--- src/rtl/core/b2nav_pkg.sv ---
// ----------------------------------------------------------------------------
// Bug2 navigation package
// Shared constants, mode codes, sonar flag struct and the CORDIC angle table.
// ----------------------------------------------------------------------------
`default_nettype none

package b2nav_pkg;

    localparam int CORDIC_STEPS_DEF = 16;
    localparam int POS_WIDTH_DEF    = 16;

    localparam int HEAD_W  = 16;
    localparam int RANGE_W = 13;
    localparam int SPEED_W = 10;
    localparam int TURN_W  = 15;
    localparam int MODE_W  = 3;
    localparam int ATAN_W  = 22;
    localparam int IDX_W   = 2;

    // Register indexes
    localparam logic [IDX_W-1:0] REG_GOAL_X  = 2'd0;
    localparam logic [IDX_W-1:0] REG_GOAL_Y  = 2'd1;
    localparam logic [IDX_W-1:0] REG_START_X = 2'd2;
    localparam logic [IDX_W-1:0] REG_START_Y = 2'd3;

    // Navigation modes
    localparam logic [MODE_W-1:0] MODE_IDLE    = 3'd0;
    localparam logic [MODE_W-1:0] MODE_SEEK    = 3'd1;
    localparam logic [MODE_W-1:0] MODE_LEAVE   = 3'd2;
    localparam logic [MODE_W-1:0] MODE_CIRCLE  = 3'd3;
    localparam logic [MODE_W-1:0] MODE_FAILED  = 3'd4;

    // Sonar thresholds in millimetres
    localparam logic [RANGE_W-1:0] RNG_HIT  = 13'd800;
    localparam logic [RANGE_W-1:0] RNG_NEAR = 13'd350;
    localparam logic [RANGE_W-1:0] RNG_FAR  = 13'd500;

    // Squared distance thresholds
    localparam int DG_ARRIVE = 2500;
    localparam int DG_DEPART = 10000;
    localparam int DH_CLEAR  = 250000;
    localparam int DH_RETURN = 40000;
    localparam int LINE_TOL2 = 10000;

    // Command values
    localparam logic [SPEED_W-1:0] SPD_FULL = 10'd1000;
    localparam logic [SPEED_W-1:0] SPD_WALL = 10'd500;
    localparam logic [SPEED_W-1:0] SPD_FAR  = 10'd800;
    localparam logic [TURN_W-1:0]  TURN_WALL = 15'd1000;

    // Heading error: large-error limit and binary-angle to mrad scale
    localparam int ERR_BIG   = 2086;
    localparam int ERR_SCALE = 6283;

    // Sonar classification made at entry
    typedef struct packed {
        logic fr_nz;
        logic fr_hit;
        logic lr_z;
        logic rr_near;
        logic rr_far;
    } t_flags;

    // CORDIC arctangent table, pi = 2^23
    function automatic logic [ATAN_W-1:0] atan_entry(input logic [4:0] idx);
        logic [ATAN_W-1:0] v;
        unique case (idx)
            5'd0:    v = 22'd2097152;
            5'd1:    v = 22'd1238021;
            5'd2:    v = 22'd654136;
            5'd3:    v = 22'd332050;
            5'd4:    v = 22'd166669;
            5'd5:    v = 22'd83416;
            5'd6:    v = 22'd41718;
            5'd7:    v = 22'd20860;
            5'd8:    v = 22'd10430;
            5'd9:    v = 22'd5215;
            5'd10:   v = 22'd2608;
            5'd11:   v = 22'd1304;
            5'd12:   v = 22'd652;
            5'd13:   v = 22'd326;
            5'd14:   v = 22'd163;
            5'd15:   v = 22'd81;
            5'd16:   v = 22'd41;
            5'd17:   v = 22'd20;
            5'd18:   v = 22'd10;
            5'd19:   v = 22'd5;
            5'd20:   v = 22'd3;
            5'd21:   v = 22'd1;
            5'd22:   v = 22'd1;
            default: v = 22'd0;
        endcase
        return v;
    endfunction

endpackage

`default_nettype wire

--- src/rtl/core/b2nav_front.sv ---
// ----------------------------------------------------------------------------
// Bug2 front end
// Holds the configuration, takes odometry ticks, classifies the sonar ranges,
// forms the goal and m-line differences and queues the request for the back.
// ----------------------------------------------------------------------------
`default_nettype none

module b2nav_front #(
    parameter int POS_WIDTH = b2nav_pkg::POS_WIDTH_DEF
) (
    input  logic                               i_clk,
    input  logic                               i_rst_n,
    input  logic                               i_cfg_we,
    input  logic [b2nav_pkg::IDX_W-1:0]        i_cfg_idx,
    input  logic [POS_WIDTH-1:0]               i_cfg_data,
    input  logic                               push,
    output logic                               full,
    input  logic signed [POS_WIDTH-1:0]        i_pos_x,
    input  logic signed [POS_WIDTH-1:0]        i_pos_y,
    input  logic signed [b2nav_pkg::HEAD_W-1:0] i_heading,
    input  logic [b2nav_pkg::RANGE_W-1:0]      i_front_range,
    input  logic [b2nav_pkg::RANGE_W-1:0]      i_left_range,
    input  logic [b2nav_pkg::RANGE_W-1:0]      i_right_range,
    output logic                               o_q_valid,
    input  logic                               i_q_pop,
    output logic signed [POS_WIDTH-1:0]        o_q_px,
    output logic signed [POS_WIDTH-1:0]        o_q_py,
    output logic signed [b2nav_pkg::HEAD_W-1:0] o_q_hd,
    output logic [b2nav_pkg::RANGE_W-1:0]      o_q_rr,
    output b2nav_pkg::t_flags                  o_q_fl,
    output logic signed [POS_WIDTH:0]          o_q_gdx,
    output logic signed [POS_WIDTH:0]          o_q_gdy,
    output logic signed [POS_WIDTH:0]          o_q_ex,
    output logic signed [POS_WIDTH:0]          o_q_ey,
    output logic signed [POS_WIDTH:0]          o_lx,
    output logic signed [POS_WIDTH:0]          o_ly
);

    localparam int DW = POS_WIDTH + 1;

    logic signed [POS_WIDTH-1:0] r_goal_x, r_goal_y, r_start_x, r_start_y;

    logic signed [POS_WIDTH-1:0]         r_px  [2];
    logic signed [POS_WIDTH-1:0]         r_py  [2];
    logic signed [b2nav_pkg::HEAD_W-1:0] r_hd  [2];
    logic [b2nav_pkg::RANGE_W-1:0]       r_rr  [2];
    b2nav_pkg::t_flags                   r_fl  [2];
    logic signed [DW-1:0]                r_gdx [2];
    logic signed [DW-1:0]                r_gdy [2];
    logic signed [DW-1:0]                r_ex  [2];
    logic signed [DW-1:0]                r_ey  [2];

    logic       r_wp, r_rp;
    logic [1:0] r_cnt;
    logic       w_push, w_pop;
    b2nav_pkg::t_flags w_fl;

    assign full      = (r_cnt == 2'd2);
    assign o_q_valid = (r_cnt != 2'd0);
    assign w_push    = push && !full;
    assign w_pop     = i_q_pop && o_q_valid;

    // Configuration registers
    always_ff @(posedge i_clk) begin
        if (!i_rst_n) begin
            r_goal_x  <= '0;
            r_goal_y  <= '0;
            r_start_x <= '0;
            r_start_y <= '0;
        end else if (i_cfg_we) begin
            unique case (i_cfg_idx)
                b2nav_pkg::REG_GOAL_X:  r_goal_x  <= i_cfg_data;
                b2nav_pkg::REG_GOAL_Y:  r_goal_y  <= i_cfg_data;
                b2nav_pkg::REG_START_X: r_start_x <= i_cfg_data;
                b2nav_pkg::REG_START_Y: r_start_y <= i_cfg_data;
                default: ;
            endcase
        end
    end

    assign o_lx = DW'(r_goal_x) - DW'(r_start_x);
    assign o_ly = DW'(r_goal_y) - DW'(r_start_y);

    // Classify the sonar ranges
    always_comb begin
        w_fl.fr_nz   = (i_front_range != '0);
        w_fl.fr_hit  = (i_front_range != '0) && (i_front_range < b2nav_pkg::RNG_HIT);
        w_fl.lr_z    = (i_left_range == '0);
        w_fl.rr_near = (i_right_range != '0) && (i_right_range < b2nav_pkg::RNG_NEAR);
        w_fl.rr_far  = (i_right_range > b2nav_pkg::RNG_FAR);
    end

    // Queue storage
    always_ff @(posedge i_clk) begin
        if (w_push) begin
            r_px[r_wp]  <= i_pos_x;
            r_py[r_wp]  <= i_pos_y;
            r_hd[r_wp]  <= i_heading;
            r_rr[r_wp]  <= i_right_range;
            r_fl[r_wp]  <= w_fl;
            r_gdx[r_wp] <= DW'(r_goal_x) - DW'(i_pos_x);
            r_gdy[r_wp] <= DW'(r_goal_y) - DW'(i_pos_y);
            r_ex[r_wp]  <= DW'(i_pos_x) - DW'(r_start_x);
            r_ey[r_wp]  <= DW'(i_pos_y) - DW'(r_start_y);
        end
    end

    // Queue pointers
    always_ff @(posedge i_clk) begin
        if (!i_rst_n) begin
            r_wp  <= 1'b0;
            r_rp  <= 1'b0;
            r_cnt <= 2'd0;
        end else begin
            if (w_push) r_wp <= ~r_wp;
            if (w_pop)  r_rp <= ~r_rp;
            r_cnt <= r_cnt + {1'b0, w_push} - {1'b0, w_pop};
        end
    end

    assign o_q_px  = r_px[r_rp];
    assign o_q_py  = r_py[r_rp];
    assign o_q_hd  = r_hd[r_rp];
    assign o_q_rr  = r_rr[r_rp];
    assign o_q_fl  = r_fl[r_rp];
    assign o_q_gdx = r_gdx[r_rp];
    assign o_q_gdy = r_gdy[r_rp];
    assign o_q_ex  = r_ex[r_rp];
    assign o_q_ey  = r_ey[r_rp];

endmodule

`default_nettype wire

--- src/rtl/core/b2nav_back.sv ---
// ----------------------------------------------------------------------------
// Bug2 back end
// Sequencer with one shared multiplier for the squared distances and the
// m-line test, an iterative CORDIC for the goal bearing, the mode machine
// and a two-entry result queue.
// ----------------------------------------------------------------------------
`default_nettype none

module b2nav_back #(
    parameter int POS_WIDTH    = b2nav_pkg::POS_WIDTH_DEF,
    parameter int CORDIC_STEPS = b2nav_pkg::CORDIC_STEPS_DEF
) (
    input  logic                               i_clk,
    input  logic                               i_rst_n,
    input  logic                               i_q_valid,
    output logic                               o_q_pop,
    input  logic signed [POS_WIDTH-1:0]        i_q_px,
    input  logic signed [POS_WIDTH-1:0]        i_q_py,
    input  logic signed [b2nav_pkg::HEAD_W-1:0] i_q_hd,
    input  logic [b2nav_pkg::RANGE_W-1:0]      i_q_rr,
    input  b2nav_pkg::t_flags                  i_q_fl,
    input  logic signed [POS_WIDTH:0]          i_q_gdx,
    input  logic signed [POS_WIDTH:0]          i_q_gdy,
    input  logic signed [POS_WIDTH:0]          i_q_ex,
    input  logic signed [POS_WIDTH:0]          i_q_ey,
    input  logic signed [POS_WIDTH:0]          i_lx,
    input  logic signed [POS_WIDTH:0]          i_ly,
    output logic                               empty,
    input  logic                               pop,
    output logic [b2nav_pkg::SPEED_W-1:0]      o_linear_speed,
    output logic signed [b2nav_pkg::TURN_W-1:0] o_turn_rate,
    output logic [b2nav_pkg::MODE_W-1:0]       o_mode_now,
    output logic                               o_failed
);

    localparam int DW   = POS_WIDTH + 1;
    localparam int D2W  = 2 * DW;
    localparam int CW   = D2W + 1;
    localparam int MOW  = DW + 2;
    localparam int PW   = 2 * MOW;
    localparam int C2W  = 4 * DW;
    localparam int XW   = DW + 8;
    localparam int ZW   = 25;
    localparam int LAST = (CORDIC_STEPS - 1 > 13) ? CORDIC_STEPS - 1 : 13;
    localparam int MSW  = $clog2(LAST + 1);
    localparam int SW   = b2nav_pkg::SPEED_W;
    localparam int TW   = b2nav_pkg::TURN_W;

    // Sequencer states
    localparam logic [2:0] S_IDLE = 3'd0;
    localparam logic [2:0] S_PREP = 3'd1;
    localparam logic [2:0] S_RUN  = 3'd2;
    localparam logic [2:0] S_EVAL = 3'd3;
    localparam logic [2:0] S_DONE = 3'd4;

    // Multiplier steps
    localparam logic [MSW-1:0] M_LXEY = MSW'(0);
    localparam logic [MSW-1:0] M_LYEX = MSW'(1);
    localparam logic [MSW-1:0] M_GDX2 = MSW'(2);
    localparam logic [MSW-1:0] M_GDY2 = MSW'(3);
    localparam logic [MSW-1:0] M_HDX2 = MSW'(4);
    localparam logic [MSW-1:0] M_HDY2 = MSW'(5);
    localparam logic [MSW-1:0] M_LX2  = MSW'(6);
    localparam logic [MSW-1:0] M_LY2  = MSW'(7);
    localparam logic [MSW-1:0] M_ALAL = MSW'(8);
    localparam logic [MSW-1:0] M_AHAL = MSW'(9);
    localparam logic [MSW-1:0] M_AHAH = MSW'(10);
    localparam logic [MSW-1:0] M_TLO  = MSW'(11);
    localparam logic [MSW-1:0] M_THI  = MSW'(12);
    localparam logic [MSW-1:0] M_END  = MSW'(LAST);
    localparam logic [MSW-1:0] M_CLST = MSW'(CORDIC_STEPS - 1);

    logic [2:0]     r_state;
    logic [MSW-1:0] r_ms;

    // Latched request
    logic signed [POS_WIDTH-1:0]         r_px, r_py;
    logic signed [b2nav_pkg::HEAD_W-1:0] r_hd;
    logic [b2nav_pkg::RANGE_W-1:0]       r_rr;
    b2nav_pkg::t_flags                   r_fl;
    logic signed [DW-1:0]                r_gdx, r_gdy, r_ex, r_ey, r_hdx, r_hdy;
    logic                                r_zero;

    // Navigation state
    logic [b2nav_pkg::MODE_W-1:0]        r_mode;
    logic signed [POS_WIDTH-1:0]         r_hit_x, r_hit_y;
    logic [SW-1:0]                       r_held_speed;
    logic signed [TW-1:0]                r_held_turn;

    // Multiplier datapath
    logic signed [MOW-1:0] w_ma, w_mb;
    logic signed [PW-1:0]  r_prod;
    logic [MSW-1:0]        r_tag;
    logic                  r_tv;
    logic [C2W-1:0]        w_pu;
    logic signed [CW-1:0]  r_cross;
    logic [D2W-1:0]        r_ac, r_dg, r_dh, r_l2;
    logic [C2W-1:0]        r_c2, r_t;
    logic [DW-1:0]         w_al, w_ah, w_ll, w_lh;

    // CORDIC datapath
    logic signed [XW-1:0] r_cx, r_cy, w_x0, w_xs, w_ys;
    logic signed [ZW-1:0] r_cz, w_zsum, w_atan;
    logic [4:0]           w_ci;

    // Heading error
    logic [15:0] w_theta, w_delta;
    logic [16:0] w_mag;
    logic [27:0] w_errp;
    logic [11:0] r_err;
    logic        r_big, r_neg, r_online;

    // Decision
    logic [13:0]            w_sv;
    logic [SW-1:0]          n_speed;
    logic signed [TW-1:0]   n_turn;
    logic [b2nav_pkg::MODE_W-1:0] n_mode;
    logic                   n_hit;

    // Result queue
    logic [SW-1:0]                r_os [2];
    logic signed [TW-1:0]         r_ot [2];
    logic [b2nav_pkg::MODE_W-1:0] r_om [2];
    logic       r_owp, r_orp;
    logic [1:0] r_ocnt;
    logic       w_opush, w_opop;

    assign o_q_pop = (r_state == S_IDLE) && i_q_valid && (r_ocnt != 2'd2);
    assign w_opush = (r_state == S_DONE);
    assign w_opop  = pop && !empty;

    // Split the cross magnitude and the line length for the wide squares
    assign w_al = r_ac[DW-1:0];
    assign w_ah = r_ac[D2W-1:DW];
    assign w_ll = r_l2[DW-1:0];
    assign w_lh = r_l2[D2W-1:DW];

    // Select the multiplier operands for this step
    always_comb begin
        w_ma = '0;
        w_mb = '0;
        unique case (r_ms)
            M_LXEY: begin w_ma = MOW'(i_lx);  w_mb = MOW'(r_ey);  end
            M_LYEX: begin w_ma = MOW'(i_ly);  w_mb = MOW'(r_ex);  end
            M_GDX2: begin w_ma = MOW'(r_gdx); w_mb = MOW'(r_gdx); end
            M_GDY2: begin w_ma = MOW'(r_gdy); w_mb = MOW'(r_gdy); end
            M_HDX2: begin w_ma = MOW'(r_hdx); w_mb = MOW'(r_hdx); end
            M_HDY2: begin w_ma = MOW'(r_hdy); w_mb = MOW'(r_hdy); end
            M_LX2:  begin w_ma = MOW'(i_lx);  w_mb = MOW'(i_lx);  end
            M_LY2:  begin w_ma = MOW'(i_ly);  w_mb = MOW'(i_ly);  end
            M_ALAL: begin w_ma = $signed(MOW'(w_al)); w_mb = $signed(MOW'(w_al)); end
            M_AHAL: begin w_ma = $signed(MOW'(w_ah)); w_mb = $signed(MOW'(w_al)); end
            M_AHAH: begin w_ma = $signed(MOW'(w_ah)); w_mb = $signed(MOW'(w_ah)); end
            M_TLO:  begin
                w_ma = $signed(MOW'(w_ll));
                w_mb = MOW'(b2nav_pkg::LINE_TOL2);
            end
            M_THI:  begin
                w_ma = $signed(MOW'(w_lh));
                w_mb = MOW'(b2nav_pkg::LINE_TOL2);
            end
            default: ;
        endcase
    end

    assign w_pu = C2W'(r_prod[PW-1:0]);

    // CORDIC step and initial rotation
    assign w_ci   = 5'(r_ms);
    assign w_xs   = r_cx >>> r_ms;
    assign w_ys   = r_cy >>> r_ms;
    assign w_atan = ZW'(b2nav_pkg::atan_entry(w_ci));
    assign w_x0   = XW'(r_gdx) <<< 6;

    // Bearing error from the CORDIC angle
    always_comb begin
        w_zsum  = r_cz + ZW'(128);
        w_theta = r_zero ? 16'd0 : w_zsum[23:8];
        w_delta = w_theta - r_hd;
        w_mag   = w_delta[15] ? (17'd0 - {1'b1, w_delta}) : {1'b0, w_delta};
        w_errp  = 28'(w_mag) * 28'(b2nav_pkg::ERR_SCALE) + 28'd32768;
    end

    // Mode machine and command
    always_comb begin
        w_sv    = r_big ? (14'(r_err) + 14'({r_err, 1'b0})) : 14'(r_err);
        n_speed = r_held_speed;
        n_turn  = r_held_turn;
        n_mode  = r_mode;
        n_hit   = 1'b0;
        unique case (r_mode)
            b2nav_pkg::MODE_SEEK: begin
                n_turn  = r_neg ? (TW'(0) - TW'(w_sv)) : TW'(w_sv);
                n_speed = r_big ? '0 : b2nav_pkg::SPD_FULL;
                if (r_dg < D2W'(b2nav_pkg::DG_ARRIVE)) begin
                    n_speed = '0;
                    n_turn  = '0;
                    n_mode  = b2nav_pkg::MODE_IDLE;
                end else if (r_fl.fr_hit) begin
                    n_hit  = 1'b1;
                    n_mode = b2nav_pkg::MODE_LEAVE;
                end
            end
            b2nav_pkg::MODE_LEAVE, b2nav_pkg::MODE_CIRCLE: begin
                priority if (r_fl.fr_nz) begin
                    n_speed = b2nav_pkg::SPD_WALL;
                    n_turn  = r_fl.lr_z ? $signed(b2nav_pkg::TURN_WALL)
                                        : (TW'(0) - $signed(b2nav_pkg::TURN_WALL));
                end else if (r_fl.rr_near) begin
                    n_turn  = $signed(b2nav_pkg::TURN_WALL) - TW'(r_rr);
                    n_speed = b2nav_pkg::SPD_FULL;
                end else if (r_fl.rr_far) begin
                    n_turn  = TW'(0) - TW'(r_rr);
                    n_speed = b2nav_pkg::SPD_FAR;
                end else begin
                end
                if (r_mode == b2nav_pkg::MODE_LEAVE) begin
                    if (r_dh > D2W'(b2nav_pkg::DH_CLEAR)) n_mode = b2nav_pkg::MODE_CIRCLE;
                end else if (r_dh < D2W'(b2nav_pkg::DH_RETURN)) begin
                    n_mode  = b2nav_pkg::MODE_FAILED;
                    n_speed = '0;
                    n_turn  = '0;
                end else if (r_online) begin
                    n_mode = b2nav_pkg::MODE_SEEK;
                end
            end
            b2nav_pkg::MODE_FAILED: begin
                n_speed = '0;
                n_turn  = '0;
            end
            default: begin
                n_mode = (r_dg > D2W'(b2nav_pkg::DG_DEPART)) ? b2nav_pkg::MODE_SEEK
                                                             : b2nav_pkg::MODE_IDLE;
            end
        endcase
    end

    // Sequencer
    always_ff @(posedge i_clk) begin
        if (!i_rst_n) begin
            r_state      <= S_IDLE;
            r_ms         <= '0;
            r_tv         <= 1'b0;
            r_mode       <= b2nav_pkg::MODE_IDLE;
            r_hit_x      <= '0;
            r_hit_y      <= '0;
            r_held_speed <= '0;
            r_held_turn  <= '0;
        end else begin
            r_tv <= 1'b0;
            unique case (r_state)
                S_IDLE: if (o_q_pop) r_state <= S_PREP;
                S_PREP: begin
                    r_ms    <= '0;
                    r_state <= S_RUN;
                end
                S_RUN: begin
                    r_tv <= (r_ms <= M_THI);
                    r_ms <= r_ms + MSW'(1);
                    if (r_ms == M_END) r_state <= S_EVAL;
                end
                S_EVAL: r_state <= S_DONE;
                S_DONE: begin
                    r_mode       <= n_mode;
                    r_held_speed <= n_speed;
                    r_held_turn  <= n_turn;
                    if (n_hit) begin
                        r_hit_x <= r_px;
                        r_hit_y <= r_py;
                    end
                    r_state <= S_IDLE;
                end
                default: r_state <= S_IDLE;
            endcase
        end
    end

    // Datapath registers
    always_ff @(posedge i_clk) begin
        if (o_q_pop) begin
            r_px   <= i_q_px;
            r_py   <= i_q_py;
            r_hd   <= i_q_hd;
            r_rr   <= i_q_rr;
            r_fl   <= i_q_fl;
            r_gdx  <= i_q_gdx;
            r_gdy  <= i_q_gdy;
            r_ex   <= i_q_ex;
            r_ey   <= i_q_ey;
            r_zero <= (i_q_gdx == '0) && (i_q_gdy == '0);
        end

        // Hit offsets and the CORDIC starting vector
        if (r_state == S_PREP) begin
            r_hdx <= DW'(r_px) - DW'(r_hit_x);
            r_hdy <= DW'(r_py) - DW'(r_hit_y);
            if (w_x0 < 0) begin
                if (r_gdy >= 0) begin
                    r_cx <= XW'(r_gdy) <<< 6;
                    r_cy <= XW'(0) - w_x0;
                    r_cz <= ZW'(4194304);
                end else begin
                    r_cx <= XW'(0) - (XW'(r_gdy) <<< 6);
                    r_cy <= w_x0;
                    r_cz <= ZW'(-4194304);
                end
            end else begin
                r_cx <= w_x0;
                r_cy <= XW'(r_gdy) <<< 6;
                r_cz <= '0;
            end
        end

        // Advance the CORDIC one step a cycle
        if (r_state == S_RUN && r_ms <= M_CLST) begin
            if (r_cy > 0) begin
                r_cx <= r_cx + w_ys;
                r_cy <= r_cy - w_xs;
                r_cz <= r_cz + w_atan;
            end else begin
                r_cx <= r_cx - w_ys;
                r_cy <= r_cy + w_xs;
                r_cz <= r_cz - w_atan;
            end
        end

        // Multiply, then accumulate by the tag of the previous step
        r_prod <= w_ma * w_mb;
        r_tag  <= r_ms;
        r_ac   <= r_cross[CW-1] ? D2W'(-r_cross) : D2W'(r_cross);
        if (r_tv) begin
            unique case (r_tag)
                M_LXEY: r_cross <= r_prod[CW-1:0];
                M_LYEX: r_cross <= r_cross - $signed(r_prod[CW-1:0]);
                M_GDX2: r_dg    <= r_prod[D2W-1:0];
                M_GDY2: r_dg    <= r_dg + r_prod[D2W-1:0];
                M_HDX2: r_dh    <= r_prod[D2W-1:0];
                M_HDY2: r_dh    <= r_dh + r_prod[D2W-1:0];
                M_LX2:  r_l2    <= r_prod[D2W-1:0];
                M_LY2:  r_l2    <= r_l2 + r_prod[D2W-1:0];
                M_ALAL: r_c2    <= w_pu;
                M_AHAL: r_c2    <= r_c2 + (w_pu << (DW + 1));
                M_AHAH: r_c2    <= r_c2 + (w_pu << D2W);
                M_TLO:  r_t     <= w_pu;
                M_THI:  r_t     <= r_t + (w_pu << DW);
                default: ;
            endcase
        end

        // Register the heading error and the line test
        if (r_state == S_EVAL) begin
            r_err    <= w_errp[27:16];
            r_big    <= (w_mag > 17'(b2nav_pkg::ERR_BIG));
            r_neg    <= w_delta[15];
            r_online <= (r_c2 < r_t);
        end
    end

    // Result queue storage
    always_ff @(posedge i_clk) begin
        if (w_opush) begin
            r_os[r_owp] <= n_speed;
            r_ot[r_owp] <= n_turn;
            r_om[r_owp] <= n_mode;
        end
    end

    // Result queue pointers
    always_ff @(posedge i_clk) begin
        if (!i_rst_n) begin
            r_owp  <= 1'b0;
            r_orp  <= 1'b0;
            r_ocnt <= 2'd0;
        end else begin
            if (w_opush) r_owp <= ~r_owp;
            if (w_opop)  r_orp <= ~r_orp;
            r_ocnt <= r_ocnt + {1'b0, w_opush} - {1'b0, w_opop};
        end
    end

    assign empty          = (r_ocnt == 2'd0);
    assign o_linear_speed = r_os[r_orp];
    assign o_turn_rate    = r_ot[r_orp];
    assign o_mode_now     = r_om[r_orp];
    assign o_failed       = (r_om[r_orp] == b2nav_pkg::MODE_FAILED);

endmodule

`default_nettype wire

--- src/rtl/core/bug2_navigation_controller.sv ---
// The back end takes a new tick only after it has pushed the previous result and
// while the result queue has room; its pace is set by the shared multiplier
// sequence and the one-step-a-cycle CORDIC. A finished result shows as empty low.
// Up to two ticks and two results queue on either side.
// Reset (synchronous, active low) clears modes, hit point, held command, queues.
// ----------------------------------------------------------------------------
// Bug2 navigation controller
// Front end queues classified ticks; back end runs the Bug2 mode machine.
// ----------------------------------------------------------------------------
`default_nettype none

module bug2_navigation_controller #(
    parameter int CORDIC_STEPS = b2nav_pkg::CORDIC_STEPS_DEF,
    parameter int POS_WIDTH    = b2nav_pkg::POS_WIDTH_DEF
) (
    input  logic                               i_clk,
    input  logic                               i_rst_n,
    input  logic                               i_cfg_we,
    input  logic [b2nav_pkg::IDX_W-1:0]        i_cfg_idx,
    input  logic [POS_WIDTH-1:0]               i_cfg_data,
    input  logic                               push,
    output logic                               full,
    input  logic signed [POS_WIDTH-1:0]        i_pos_x,
    input  logic signed [POS_WIDTH-1:0]        i_pos_y,
    input  logic signed [b2nav_pkg::HEAD_W-1:0] i_heading,
    input  logic [b2nav_pkg::RANGE_W-1:0]      i_front_range,
    input  logic [b2nav_pkg::RANGE_W-1:0]      i_left_range,
    input  logic [b2nav_pkg::RANGE_W-1:0]      i_right_range,
    output logic                               empty,
    input  logic                               pop,
    output logic [b2nav_pkg::SPEED_W-1:0]      o_linear_speed,
    output logic signed [b2nav_pkg::TURN_W-1:0] o_turn_rate,
    output logic [b2nav_pkg::MODE_W-1:0]       o_mode_now,
    output logic                               o_failed
);

    logic                                q_valid, q_pop;
    logic signed [POS_WIDTH-1:0]         q_px, q_py;
    logic signed [b2nav_pkg::HEAD_W-1:0] q_hd;
    logic [b2nav_pkg::RANGE_W-1:0]       q_rr;
    b2nav_pkg::t_flags                   q_fl;
    logic signed [POS_WIDTH:0]           q_gdx, q_gdy, q_ex, q_ey, lx, ly;

    // Front end: configuration, classification and request queue
    b2nav_front #(.POS_WIDTH(POS_WIDTH)) u_front (
        .i_clk(i_clk), .i_rst_n(i_rst_n),
        .i_cfg_we(i_cfg_we), .i_cfg_idx(i_cfg_idx), .i_cfg_data(i_cfg_data),
        .push(push), .full(full),
        .i_pos_x(i_pos_x), .i_pos_y(i_pos_y), .i_heading(i_heading),
        .i_front_range(i_front_range), .i_left_range(i_left_range),
        .i_right_range(i_right_range),
        .o_q_valid(q_valid), .i_q_pop(q_pop),
        .o_q_px(q_px), .o_q_py(q_py), .o_q_hd(q_hd), .o_q_rr(q_rr), .o_q_fl(q_fl),
        .o_q_gdx(q_gdx), .o_q_gdy(q_gdy), .o_q_ex(q_ex), .o_q_ey(q_ey),
        .o_lx(lx), .o_ly(ly)
    );

    // Back end: arithmetic sequencer, mode machine and result queue
    b2nav_back #(.POS_WIDTH(POS_WIDTH), .CORDIC_STEPS(CORDIC_STEPS)) u_back (
        .i_clk(i_clk), .i_rst_n(i_rst_n),
        .i_q_valid(q_valid), .o_q_pop(q_pop),
        .i_q_px(q_px), .i_q_py(q_py), .i_q_hd(q_hd), .i_q_rr(q_rr), .i_q_fl(q_fl),
        .i_q_gdx(q_gdx), .i_q_gdy(q_gdy), .i_q_ex(q_ex), .i_q_ey(q_ey),
        .i_lx(lx), .i_ly(ly),
        .empty(empty), .pop(pop),
        .o_linear_speed(o_linear_speed), .o_turn_rate(o_turn_rate),
        .o_mode_now(o_mode_now), .o_failed(o_failed)
    );

endmodule

`default_nettype wire

--- config.mk ---
export PLATFORM = sky130hd
export DESIGN_NAME = bug2_navigation_controller
export DESIGN_NICKNAME = d
export VERILOG_FILES = /design/src/rtl/core/b2nav_pkg.sv /design/src/rtl/core/b2nav_front.sv /design/src/rtl/core/b2nav_back.sv /design/src/rtl/core/bug2_navigation_controller.sv
export SDC_FILE = /design/constraint.sdc
export NUM_CORES = 2
export LEC_CHECK = 0
export BUFFER_PORTS_ARGS = -buffer_cell sky130_fd_sc_hd__buf_2
export CORE_MARGIN = 1.5
export CORE_UTILIZATION = 30
export DETAILED_ROUTE_END_ITERATION = 16
export GPL_ROUTABILITY_DRIVEN = 0
export SYNTH_ARGS = -nofsm -noshare
export SYNTH_HDL_FRONTEND = slang
export SYNTH_SLANG_ARGS = --single-unit
--- constraint.sdc ---
create_clock -name i_clk -period 11.4 [get_ports i_clk]
set_clock_uncertainty 0.15 [all_clocks]
set_input_delay 2.28 -clock i_clk [delete_from_list [all_inputs] [get_ports i_clk]]
set_output_delay 2.28 -clock i_clk [all_outputs]
set_load 0.005 [all_outputs]
Word level (Yosys, flattened, before mapping)
Memory sizes are Yosys's and may differ from the RTL's. A register that Yosys moved wholly into a read port is not among the register bits.
Cells that the tools add are included.
Cells by class
  shift operators: 2
  order comparisons: 14
  bitwise gates (word level): 4
  equal/unequal tests: 41
  add/subtract/negate cells: 37
  reductions and logical operators: 49
  mux-type cells: 75
  $mul: 2
Operator list (number)
  25-bit 2-to-1 mux: 15
  19-bit one-hot mux with 11 select lines: 1
  34-bit one-hot mux with 2 select lines: 3
  68-bit one-hot mux with 3 select lines: 1
  19-bit one-hot mux with 10 select lines: 1
  68-bit one-hot mux with 2 select lines: 1
  16-bit by 16-bit subtractor with 17-bit output: 8
  15-bit 2-to-1 mux: 8
  34-bit adder: 3
  10-bit 2-to-1 mux: 7
  35-bit one-hot mux with 2 select lines: 1
  68-bit by 55-bit adder with 68-bit output: 1
  68-bit by 56-bit adder with 68-bit output: 1
  68-bit adder: 1
  68-bit < comparator: 1
  25-bit adder: 2
  25-bit by 4-bit >>> shifter with 25-bit output: 2
  25-bit subtractor: 2
  1-bit by 23-bit subtractor with 24-bit output (first input constant): 2
  15-bit one-hot mux with 3 select lines: 1
  4-bit equality test (second input constant): 11
  19-bit by 19-bit multiplier with 38-bit output: 1
  35-bit subtractor: 1
  34-bit by 14-bit greater-than comparator with 1-bit output (second input constant): 1
  other kinds (60): 148
Storage, ports and cells
  input port bits: 110
  RAM bits: 324
  register bits: 648
  word-level logic and storage cells: 276
  memories kept: 13
  bits in read-only memories: 704
Memories
  (name not given): words 32, bits a word 22, read ports 1, clocked after Yosys merged registers in 1, wr ports 0, line b2nav_pkg.sv:67  | unique case (idx)
  u_front.r_ex: words 2, bits a word 17, read ports 1, clocked after Yosys merged registers in 1, wr ports 1, line b2nav_front.sv:50  | logic signed [DW-1:0] r_ex [2];
  u_front.r_ey: words 2, bits a word 17, read ports 1, clocked after Yosys merged registers in 1, wr ports 1, line b2nav_front.sv:51  | logic signed [DW-1:0] r_ey [2];
  u_front.r_gdx: words 2, bits a word 17, read ports 1, clocked after Yosys merged registers in 1, wr ports 1, line b2nav_front.sv:48  | logic signed [DW-1:0] r_gdx [2];
  u_front.r_gdy: words 2, bits a word 17, read ports 1, clocked after Yosys merged registers in 1, wr ports 1, line b2nav_front.sv:49  | logic signed [DW-1:0] r_gdy [2];
  u_front.r_hd: words 2, bits a word 16, read ports 1, clocked after Yosys merged registers in 1, wr ports 1, line b2nav_front.sv:45  | logic signed [b2nav_pkg::HEAD_W-1:0] r_hd [2];
  7 more memories

Depth between registers and ports, before layout
  word-level depth: 7
  mapped depth: 44
  mapped depth without buffers: 40

Modules after synthesis
A second synthesis with hierarchy kept.
Second synthesis, totals
  cell total of the unflattened synthesis: 9071
  area, all modules: 87900.6 µm²
Modules (own cells, without submodules)
  b2nav_back: area each 71039.4 µm², seq. area each 21050.2 µm², instances 1, cells each 7687
  b2nav_front: area each 16861.2 µm², seq. area each 9429.0 µm², instances 1, cells each 1384

Worst setup path after synthesis
OpenSTA, ideal clock, no wires.
  path type: register to register
  start: reg u_back.r_state[1]
  end: reg u_back.r_ex[0] (read register of u_front.r_ex), enable pin
  stages on the path, launching flop included: 4
  slack: 0.610 ns
  setup time: 0.795 ns
  arrival: 9.845 ns
  buffers on the path: 1
  data required time: 10.455 ns
  cell sequence: dfxtp_1 > clkbuf_1 > a211o_1 > nor3_1
Between the ends
  cells in the longest elaborated chain, start to end: 3
RTL lines
  start: declaration: line b2nav_back.sv:73  | logic [2:0] r_state;
  start signal: assignment: line b2nav_back.sv:241  | r_state <= S_IDLE;
  start signal: assignment: line b2nav_back.sv:252  | S_IDLE: if (o_q_pop) r_state <= S_PREP;
  start signal: assignment: line b2nav_back.sv:255  | r_state <= S_RUN;
  3-bit logical NOT: line b2nav_back.sv:128  | assign o_q_pop = (r_state == S_IDLE) && i_q_valid && (r_ocnt != 2'd2);
  1-bit logical AND (2 in a row): line b2nav_back.sv:128
  via q_pop: line bug2_navigation_controller.sv:37  | logic q_valid, q_pop;
  end: declaration: line b2nav_back.sv:81  | logic signed [DW-1:0] r_gdx, r_gdy, r_ex, r_ey, r_hdx, r_hdy;
The timed path passes the listed nets, and every way through them passes these cells.
A chain may end at the register's enable or synchronous reset.

Final worst setup path
  start: reg u_front.r_goal_x[0]
  end: reg u_back.r_prod[36]
Between the ends
  cells in the longest elaborated chain, start to end: 3
  elaborated cells between the ends (all ways): 4
  classes of those cells: add/sub (1); mul (1); mux (2)
RTL lines
  start: declaration: line b2nav_front.sv:41  | logic signed [POS_WIDTH-1:0] r_goal_x, r_goal_y, r_start_x, r_start_y;
  start signal: assignment: line b2nav_front.sv:72  | b2nav_pkg::REG_GOAL_X: r_goal_x <= i_cfg_data;
  16-bit by 16-bit subtractor with 17-bit output *: line b2nav_front.sv:81  | assign o_lx = DW'(r_goal_x) - DW'(r_start_x);
  19-bit one-hot mux with 11 select lines or 19-bit one-hot mux with 10 select lines (tied branches): line b2nav_back.sv:142  | unique case (r_ms)
  19-bit by 19-bit multiplier with 38-bit output *: line b2nav_back.sv:328  | r_prod <= w_ma * w_mb;
  end signal: assignment: line b2nav_back.sv:328
  end: declaration: line b2nav_back.sv:92  | logic signed [PW-1:0] r_prod;
Every way passes the cells marked *; elsewhere a longest branch is shown, timed or not.

==> qor.log <==
[critical_path] CP delay by family, top adder cells
[timing] Fin Setup TNS 0 ps
[route] total routed wirelength 261000 um
[critical_path] CP dominant cell by count sky130_fd_sc_hd__fa_1
[hold_path] capture endpoint of the worst hold path u_back.r_tag[1]$_DFF_P_
[timing] max-slew violation total from the final report 0
[status] failing checks design-rule violations
[hold_path] class of the most critical hold timing path register to register
[yosys] post-synthesis area per instance 9.62 um2
[critical_path] highest-delay cell along the critical path sky130_fd_sc_hd__and2_1
[hold_path] origin of the worst min-delay path u_back.r_ms[1]$_SDFFE_PN0N_
[final_layout] area used by multi-input combinational logic 53600 um2
[critical_path] maximum fanout along the worst path 40
[clock_tree] number of buffers inserted to repair setup after CTS 0
[critical_path] crit path capture type register
[hold_path] number of stages on the worst hold path 0
[clock_tree] TritonCTS clock tree yes
[floorplanning] area of the core 294000 um2
[critical_path] Worst Path Class, Setup register to register
[floorplanning] Initial Util 30.2%
[critical_path] delay of the slowest cell on the worst path 580 ps
[critical_path] kind of start point of the critical path register
[critical_path] reg-to-reg setup timing slack 760 ps
[timing] relative max-transition margin 9.27%
[yosys] Syn. warnings 0
[global_route] number of global-route vias before repair 65.1k
[global_route] first-pass GRT wire length 398000 um
[global_route] maximum number of pins on one net before global-route repair 105
[final_layout] nets@finish 10.7k
[final_layout] final-layout fill cell count 30.1k
[timing] count of final setup violators 0
[placement] number of buffers inserted by port buffering 140
[global_route] gr ovfl total 0
[route] average wire length per cell after detail routing 19.5 um
[global_route] global-route usage over all layers 17.1%
[clock_tree] Inserted Clock Buffers 133
[clock_tree] H-tree lvl count 4
[critical_path] WP buf/inv 2
[route] Post-DRT Antenna Nets 0
[flow_run] number of violations of the max-capacitance limit 0
[yosys] register area share after synthesis 34.3%
[route] number of vias per cell 5.09
[placement] HPWL after DPL 196000 um
[clock_tree] # hold bufs at CTS 0
[yosys] FFs w/ async S/R, synth 0%
[yosys] cell count after synthesis 9230
[critical_path] data required time of the critical path 12000 ps
[clock_tree] latest clock arrival within the worst-skew pair 820 ps
[final_layout] area of all sequential standard cells 30500 um2
[floorplanning] x dimension of the die 547 um
[yosys] number of enable flip-flop cells after synthesis 855
[yosys] Post-Syn Area 88800 um2
[timing] fin crit period 10640 ps
[critical_path] Arr. time, crit path 11240 ps
[critical_path] R2R depth 34
[route] number of detailed-route iterations in the first pass 11
[final_layout] share of final-layout standard cells stronger than drive strength 1 8.78%
[floorplanning] Total Die Area 299000 um2
[clock_tree] root buf cell sky130_fd_sc_hd__clkbuf_16
[route] final routed DRC violation total 2
[timing] RSZ-0062 raised after global routing false
[floorplanning] Chip Height 547 um
[status] outcome finished, violations left
[critical_path] reg2reg end u_back.r_prod[36]$_DFF_P_
[timing] ratio of final minimum period to clock period 93.3%
[clock_tree] number of buffers on the longest clock path 3
[critical_path] R2R Path Start u_front.r_goal_x[0]$_SDFFE_PN0P_
[route] total via count after detailed routing 68.2k
[clock_tree] clock-pin slew reported for the worst setup and hold paths after clock tree synthesis 60 ps
[timing] final hold viol count 0
[route] Detailed Route Iter0 Violations 5308
[timing] Least-Margin Pin Slew 1360 ps
[floorplanning] number of placed I/O pins 141
[clock_tree] sink count of the clock tree 1095
[yosys] most common flop cell mapped by yosys sky130_fd_sc_hd__edfxtp_1
[floorplanning] number of core rows 199
[final_layout] synth-to-layout area growth 11.7%
[global_route] number of antenna violations at the first check in global routing 16
[yosys] synth unique cells 103
[timing] max frequency 94.0 MHz
[yosys] FF+latch count, synth 1095
metal layers:
| metal | part of all wire (%) | track usage (%) | vias up |
|---|---|---|---|
| met5 | 0.013 | 0 | - |
| met4 | 3.6 | 6.01 | 4 |
| met3 | 5.5 | 2.46 | 430 |
| met2 | 46 | 27.9 | 1877 |
| met1 | 45 | 23.0 | 33000 |
| li1 | - | - | 32900 |
stage by stage:
stage                     worst slack (ps)  area [um2]  hold slack (ps)  util [%]  instances
after global routing                  99.4       99200              277      33.7      13400
final                                  761       99200              270      33.7      13400
after detailed placement               490       94500              253      32.1      13100
after floorplan                        610       88800              176         -       9234
after CTS                              434       99100              270      33.7      13400
after global placement                 611       94500              248      32.1      13100
how the worst max path moves through the flow:
stage,slack (ps),start,endpoint,cells past startpoint
detailed placement,490,u_front.r_start_x[2]$_SDFFE_PN0P_,u_back.r_prod[36]$_DFF_P_,36
finish,760,u_front.r_goal_x[0]$_SDFFE_PN0P_,u_back.r_prod[36]$_DFF_P_,34
floorplan,610,u_back.r_state[1]$_SDFFE_PN0P_,u_back.r_ex[0]$_DFFE_PP_,3
CTS,430,u_front.r_start_x[2]$_SDFFE_PN0P_,u_back.r_prod[36]$_DFF_P_,36
global placement,610,u_front.r_start_x[2]$_SDFFE_PN0P_,u_back.r_prod[36]$_DFF_P_,37
global route,100,u_front.r_goal_x[0]$_SDFFE_PN0P_,u_back.r_prod[36]$_DFF_P_,34
layout make-up:
class | count | share of cell area (%)
clock inverters | 63 | 0.825
repair buffers | 294 | 1.87
inverters | 974 | 3.69
multi-input cells | 6855 | 54.0
well taps | 3919 | 4.94
clock buffers | 182 | 3.86
flip-flops and latches | 1095 | 30.7
diodes | 21 | 0.0530
registers in the layout, indices dropped and copies added (netlist names), 34 cells and up, named ones only:
signal	cells
u_front.r_ex	34
u_back.r_t	68
u_back.r_cross	35
u_back.r_prod	38
u_back.r_dg	34
u_back.r_dh	34
u_back.r_l2	34
u_front.r_gdy	34
u_front.r_ey	34
u_front.r_gdx	34
u_back.r_c2	68
u_back.r_ac	34
worst register-to-register path: cells and delay by family, from the launching register on:
family | cells | cell delay, ps
AO/OA/AOI/OAI | 17 | 3990
AND/OR/NAND/NOR | 4 | 1050
adder cells (fa/ha/maj) | 10 | 4470
XOR/XNOR | 1 | 160
buffers and inverters | 2 | 430
flip-flops | 1 | 320
cells in the mapped netlist, types with 163 or more instances:
cell | n | area (um2)
sky130_fd_sc_hd__nand2_1 | 991 | 3720
sky130_fd_sc_hd__inv_1 | 969 | 3640
sky130_fd_sc_hd__edfxtp_1 | 855 | 25700
sky130_fd_sc_hd__ha_1 | 826 | 10300
sky130_fd_sc_hd__nor2_1 | 653 | 2450
sky130_fd_sc_hd__o21ai_0 | 535 | 2680
sky130_fd_sc_hd__a21oi_1 | 449 | 2250
sky130_fd_sc_hd__fa_1 | 422 | 8450
sky130_fd_sc_hd__xnor2_1 | 349 | 3060
sky130_fd_sc_hd__clkbuf_1 | 274 | 1030
sky130_fd_sc_hd__dfxtp_1 | 240 | 4800
sky130_fd_sc_hd__xor2_1 | 239 | 2090
sky130_fd_sc_hd__a21o_1 | 190 | 1430
sky130_fd_sc_hd__mux2_2 | 190 | 2140
sky130_fd_sc_hd__a21boi_0 | 163 | 1220
logic make-up (layout without fill, tap and decap cells):
kind of cell | Yosys count | after routing | synth area share (%)
compound gates | 2110 | 2110 | 15.4
mux | 291 | 291 | 4.19
flops | 1095 | 1095 | 34.3
simple gates | 2612 | 2612 | 13.6
xor+xnor | 588 | 588 | 5.80
fa+ha+maj | 1248 | 1248 | 21.2
buf+inv | 1284 | 1513 | 5.53
other cells | 2 | 27 | 0.00846
cell usage in the layout, fill, tap and decap left out, types with 74 or more instances in the layout:
| master | synthesis | layout |
|---|---|---|
| sky130_fd_sc_hd__nand2b_1 | 110 | 110 |
| sky130_fd_sc_hd__a21boi_0 | 163 | 163 |
| sky130_fd_sc_hd__edfxtp_1 | 855 | 855 |
| sky130_fd_sc_hd__clkbuf_16 | 0 | 140 |
| sky130_fd_sc_hd__xor2_1 | 239 | 239 |
| sky130_fd_sc_hd__nor2_1 | 653 | 645 |
| sky130_fd_sc_hd__and2_1 | 89 | 89 |
| sky130_fd_sc_hd__nor3_1 | 158 | 154 |
| sky130_fd_sc_hd__ha_1 | 826 | 826 |
| sky130_fd_sc_hd__dfxtp_1 | 240 | 235 |
| sky130_fd_sc_hd__nand2_1 | 991 | 987 |
| sky130_fd_sc_hd__xnor2_1 | 349 | 349 |
| sky130_fd_sc_hd__a21o_1 | 190 | 190 |
| sky130_fd_sc_hd__a31oi_1 | 74 | 74 |
| sky130_fd_sc_hd__o21ai_0 | 535 | 535 |
| sky130_fd_sc_hd__nor2b_1 | 111 | 111 |
| sky130_fd_sc_hd__mux2_2 | 190 | 190 |
| sky130_fd_sc_hd__inv_1 | 969 | 968 |
| sky130_fd_sc_hd__fa_1 | 422 | 422 |
| sky130_fd_sc_hd__and3_1 | 77 | 76 |
| sky130_fd_sc_hd__buf_4 | 3 | 155 |
| sky130_fd_sc_hd__a21oi_1 | 449 | 448 |
| sky130_fd_sc_hd__buf_2 | 10 | 139 |
| sky130_fd_sc_hd__nand3_1 | 139 | 135 |
repair_timing:
item | in CTS | in global routing
hold endpoints to repair | 0 | 0
gates resized for setup | 0 | 3
endpoints found under the setup margin | 0 | 4
Power is left out: the tool's default activity adds up to more than one toggle a clock period on the data nets, which glitch-free logic cannot reach.
